**config.mk**
```make
export PLATFORM = sky130hd
export DESIGN_NAME = hmis_cell
export DESIGN_NICKNAME = d
export VERILOG_FILES = /design/src/hw/rtl/hmis_pkg.sv /design/src/hw/rtl/hmis_cell.sv
export SDC_FILE = /design/constraint.sdc
export NUM_CORES = 1
export LEC_CHECK = 0
export BUFFER_PORTS_ARGS = -buffer_cell sky130_fd_sc_hd__buf_2
export CORE_UTILIZATION = 40
export CTS_CLUSTER_DIAMETER = 50
export DETAILED_ROUTE_END_ITERATION = 16
export HOLD_SLACK_MARGIN = 0.06
export PLACE_DENSITY = 0.8
export SLEW_MARGIN = 20
export SYNTH_ARGS = -nofsm -noshare
export SYNTH_HDL_FRONTEND = slang
export SYNTH_SLANG_ARGS = --single-unit
```
**constraint.sdc**
```tcl
create_clock -name clk -period 5.3 [get_ports clk]
set_input_delay 0.795 -clock clk [delete_from_list [all_inputs] [get_ports clk]]
set_output_delay 0.795 -clock clk [all_outputs]
set_load 0.05 [all_outputs]
```
**src/hw/rtl/hmis_pkg.sv**
```systemverilog
// Shared types and constants for the insertion sorter.
// Used by hmis_cell and by the top level; depends on nothing else.
`default_nettype none

package hmis_pkg;

    localparam int unsigned DATA_W = 32;

    typedef logic signed [DATA_W-1:0] data_t;

    // Per-cycle command broadcast to every cell of the chain
    typedef struct packed {
        logic insert;   // place the incoming word in order
        logic shift;    // move every word one cell towards the head
    } cell_ctrl_t;

endpackage : hmis_pkg

`default_nettype wire

```
**src/hw/rtl/hmis_cell.sv**
```systemverilog
// One cell of the sorting chain: holds a single word and its valid bit.
// Depends on hmis_pkg for the data and command types.
`default_nettype none

module hmis_cell (
    input  wire logic                   clk,
    input  wire logic                   rst_n,
    input  wire hmis_pkg::cell_ctrl_t   ctrl,
    input  wire hmis_pkg::data_t        new_value,
    input  wire hmis_pkg::data_t        prev_value,
    input  wire logic                   prev_valid,
    input  wire logic                   prev_greater,
    input  wire hmis_pkg::data_t        next_value,
    input  wire logic                   next_valid,
    output hmis_pkg::data_t             value,
    output logic                        valid,
    output logic                        greater
);

    hmis_pkg::data_t value_reg;
    hmis_pkg::data_t value_next;
    logic            valid_reg;
    logic            valid_next;

    // An empty cell counts as larger than any word; strict compare keeps equal
    // words in arrival order.
    assign greater = !valid_reg || (new_value < value_reg);

    always_comb
    begin
        value_next = value_reg;
        valid_next = valid_reg;
        priority if (ctrl.shift)
        begin
            value_next = next_value;
            valid_next = next_valid;
        end
        else if (ctrl.insert && greater)
        begin
            if (prev_greater)
            begin
                // make room: take the neighbour's word
                value_next = prev_value;
                valid_next = prev_valid;
            end
            else
            begin
                value_next = new_value;
                valid_next = 1'b1;
            end
        end
    end

    always_ff @(posedge clk or negedge rst_n)
    begin
        if (!rst_n)
        begin
            valid_reg <= 1'b0;
        end
        else
        begin
            valid_reg <= valid_next;
        end
    end

    always_ff @(posedge clk)
    begin
        value_reg <= value_next;
    end

    assign value = value_reg;
    assign valid = valid_reg;

endmodule : hmis_cell

`default_nettype wire

```
== Yosys cells after proc, flatten, opt, wreduce, memory -nomap -nowiden ==
Index checks and enable logic that the tools add are counted.
Storage, ports and cells
  flip-flop bits (word level): 33
  word-level logic and storage cells: 13
  output and inout bits: 34
  input bits: 103
Operators by class
  mux-type cells: 6
  magnitude comparators: 1
  reductions and logical operators: 4
Operators with widths (count)
  two-way mux 32 bit: 3
  less-than comparator 32 bit: 1
  two-way mux 1 bit: 3
  nonzero test 2 bit: 1
  logical AND 1 bit: 1
  logical NOT 1 bit: 1
  logical OR 1 bit: 1

== Depth between registers and ports, before layout ==
  word-level depth: 5
  depth in mapped cells: 8
  depth with buffers taken out: 8

== Least setup slack after synthesis ==
OpenSTA, ideal clock, no wires.
  path type: input to register
  from: input new_value[2]
  to: register value_reg[0], in the netlist value[0], enable pin
  arrival time: 4.134 ns
  stages on the path: 7
  required time: 4.839 ns
  library setup time: 0.461 ns
  slack: 0.704 ns
  buffers on the path: 0
  path through: ha_1 > a211o_1 > a31oi_1 > o311a_1 > o41ai_2 > and3_1 > nor3_1
Between the ends
  longest elaborated chain between the ends: 4
RTL lines
  from (decl): line hmis_cell.sv:9  | input wire hmis_pkg::data_t new_value,
  less-than comparator 32 bit: line hmis_cell.sv:27  | assign greater = !valid_reg || (new_value < value_reg);
  logical OR 1 bit: line hmis_cell.sv:27
  logical AND 1 bit: line hmis_cell.sv:38  | else if (ctrl.insert && greater)
  nonzero test 2 bit (no line)
  to (signal assigned): line hmis_cell.sv:68  | value_reg <= value_next;
  to (decl): line hmis_cell.sv:20  | hmis_pkg::data_t value_reg;
Every way passes these cells.
A chain may end at the register's enable or synchronous reset.

== Final worst setup path ==
  from: input new_value[7]
  to: output greater
Between the ends
  longest elaborated chain between the ends: 2
RTL lines
  less-than comparator 32 bit: line hmis_cell.sv:27
  logical OR 1 bit: line hmis_cell.sv:27
  to (decl): line hmis_cell.sv:17  | output logic greater
Every way passes these cells.

==> impl_results.md <==
* Status: finished, final reports clean
* Clock Path Buffers at 2
* H-tree levels at 2
* Reg clk slew, reported paths at 0.06 ns
* Final period util at 0.6663
* CTS buffer count at 5
* Synth top cells by count: nand2_1 (42), o21ai_0 (35), edfxtp_1 (32), inv_1 (32), mux2i_1 (32)
* Hold Crit Class: input port to asynchronous set/reset pin
* Row count at 28
* Post-synth cell types at 33
* Routability cong. at 0.7824
* Max_cap viols at 0
* Crit path max-delay family: compound AO/OA/AOI/OAI gates
* Die area at 6567 um^2
* Yosys warning count at 0
* Worst Tran Pin Value at 1.000 ns
* Starting Density at 0.4195
* Resize count post-CTS at 0
* Share of layout cells above drive strength 1 at 0.3662
* Max Clock Freq at 283.2 MHz
* Worst path max stage delay at 0.37 ns
* Final Slew Violations at 0
* Maximum vdd drop at 0.0001411 V
* Post-Synthesis Cells at 263
* Number of global-route vias before repair at 2234
* Max reg flops at 32
* I/O pin cnt at 137
* Post-synth EDFFs at 32
* Relative slew slack at 0.3331
* Antenna Nets Post-Route at 0
* Fin nets at 530
* CP cell instances: buf_2 > ha_1 > nand4_1 > o311a_1 > o41ai_2 > a21oi_1 > mux2_1 > buf_2
* Syn_nets at 397
* Crit start category: input port
* Routed vias at 2385
* Post-synth top area share at 0.3846
* Total track usage at 0.1969
* DR WL/cell at 13.73 um
* Antenna diodes at 0
* CP endpoint kind: output port
* Drt pass-1 iters at 4
* Setup TNS at 0 ns
* IO buf count at 136
* DR DRC count at 0
* Setup WS pre-CTS at 1.755 ns
* Worst-Skew Late Latency at 0.28 ns
* Clock sink total at 33
* Post-layout min period at 3.531 ns
* CP Buf/Inv Count at 2
* Worst Path Required at 4.51 ns
* First-pass GRT wire length at 9653 um
* Final WS setup at 1.769 ns
* Synthesized flop and latch total at 33
* 1st-iter DRT viols at 56
* Synth area leader: edfxtp_1
* Largest net degree at the start of global routing at 70
* CTS tree: done
* Final wirelength at 6467 um
* GR Overflow Total at 0
* Final hold vios at 0
* Clock Skew at 0.005064 ns
* CP Class: input port to output port
* Vias per cell at 5.064
* Synth async-reset ratio at 0.03030
* Most numerous cell in the Yosys netlist: nand2_1
* Worst path slowest cell: o311a_1
* Detail Placement HPWL at 5245 um
* Leak at 1.742 nW
* WP data arrival at 2.74 ns
* Largest cells by area after synthesis: edfxtp_1 (38%), ha_1 (16%), mux2i_1 (13%)
* Post-CTS Setup Bufs at 0
* Post-synthesis sequential area ratio at 0.3946
* Core outline area at 5956 um^2
* Die W at 81.04 um
* Syn_area_per_cell at 9.501 um^2
* Top_reg_cell synth: edfxtp_1
* Clk root buf: clkbuf_8
* P per Cell Area at 288.1 nW/um^2
* Die height at 81.04 um
* Cell mode on critical path: buf_2
* Initial antenna violation count at 0
* Synth-to-layout area growth at 32.75%
* Cts hold-fix bufs at 0
* Final setup vio count at 0
* RSZ-0062 raised after global routing: no
* Worst Path Max Fanout at 3
* Cell Area, Synth at 2499 um^2
layout make-up:
class                      count  area [um^2]
clock buffer                   6        72.57
clock inverter                 1        3.754
fill                         577         2639
inverter                      32        120.1
multi-input combinational    187         1353
sequential                    33        985.9
tap                           75        93.84
timing repair buffer         137        688.2
through the flow:
step             util  std cells  total power [W]  hold slack (ns)  cell area, um^2
5_1_grt        0.5569        471         0.001015           0.2623             3317
2_1_floorplan       -        263        0.0006654           0.4994             2499
3_3_place_gp   0.5441        464        0.0007763           0.5709             3241
6_report       0.5569        471        0.0009556           0.2740             3317
3_5_place_dp   0.5441        464        0.0007912           0.5708             3241
4_1_cts        0.5569        471        0.0009653           0.2670             3317
path summary, 6_finish.rpt:
kind | start | to | slack, ns | depth (start not counted)
min in group clk | next_value[26] | value[26] | 0.79 | 3
hold reg to reg | valid | valid | 0.88 | 4
max in group asynchronous | rst_n | valid | 4.94 | 1
hold / removal | rst_n | valid | 0.27 | 1
setup / recovery | new_value[7] | greater | 1.77 | 8
setup reg to reg | value[31] | value[31] | 2.27 | 9
power by group:
part	internal [W]	switching (W)
logic	0.000131	0.000291
registers	0.000340	0.0000204
clock network	0.0000884	0.0000846
per-layer routing:
layer | routed length, um | track usage | vias up | part of all wire
li1 | - | - | 1207 | -
met1 | 2615 | 0.2098 | 1067 | 0.40
met2 | 3301 | 0.3773 | 101 | 0.51
met3 | 429 | 0.04382 | 10 | 0.066
met4 | 121 | 0.06607 | 0 | 0.019
met5 | 0 | 0 | - | 0
cells in the final DEF (no fill, tap or decap), types with 2 or more instances in the layout:
| master | instances |
|---|---|
| nand2_1 | 42 |
| inv_1 | 32 |
| nand3_1 | 2 |
| nor2_1 | 4 |
| o21ai_0 | 35 |
| nand2b_1 | 2 |
| nand4_1 | 6 |
| a21oi_1 | 13 |
| edfxtp_1 | 32 |
| ha_1 | 31 |
| buf_2 | 136 |
| mux2i_1 | 32 |
| clkbuf_8 | 5 |
logic make-up after synthesis:
| group | Yosys count | share of synthesized area |
|---|---|---|
| and+or+nand+nor | 63 | 0.1117 |
| AOI/OAI and AO/OA | 60 | 0.1397 |
| buffers and inverters | 43 | 0.06610 |
| muxes | 33 | 0.1327 |
| DFF | 33 | 0.3946 |
| adders and majority gates | 31 | 0.1552 |
Note: power is estimated with default switching activity, not from simulation.
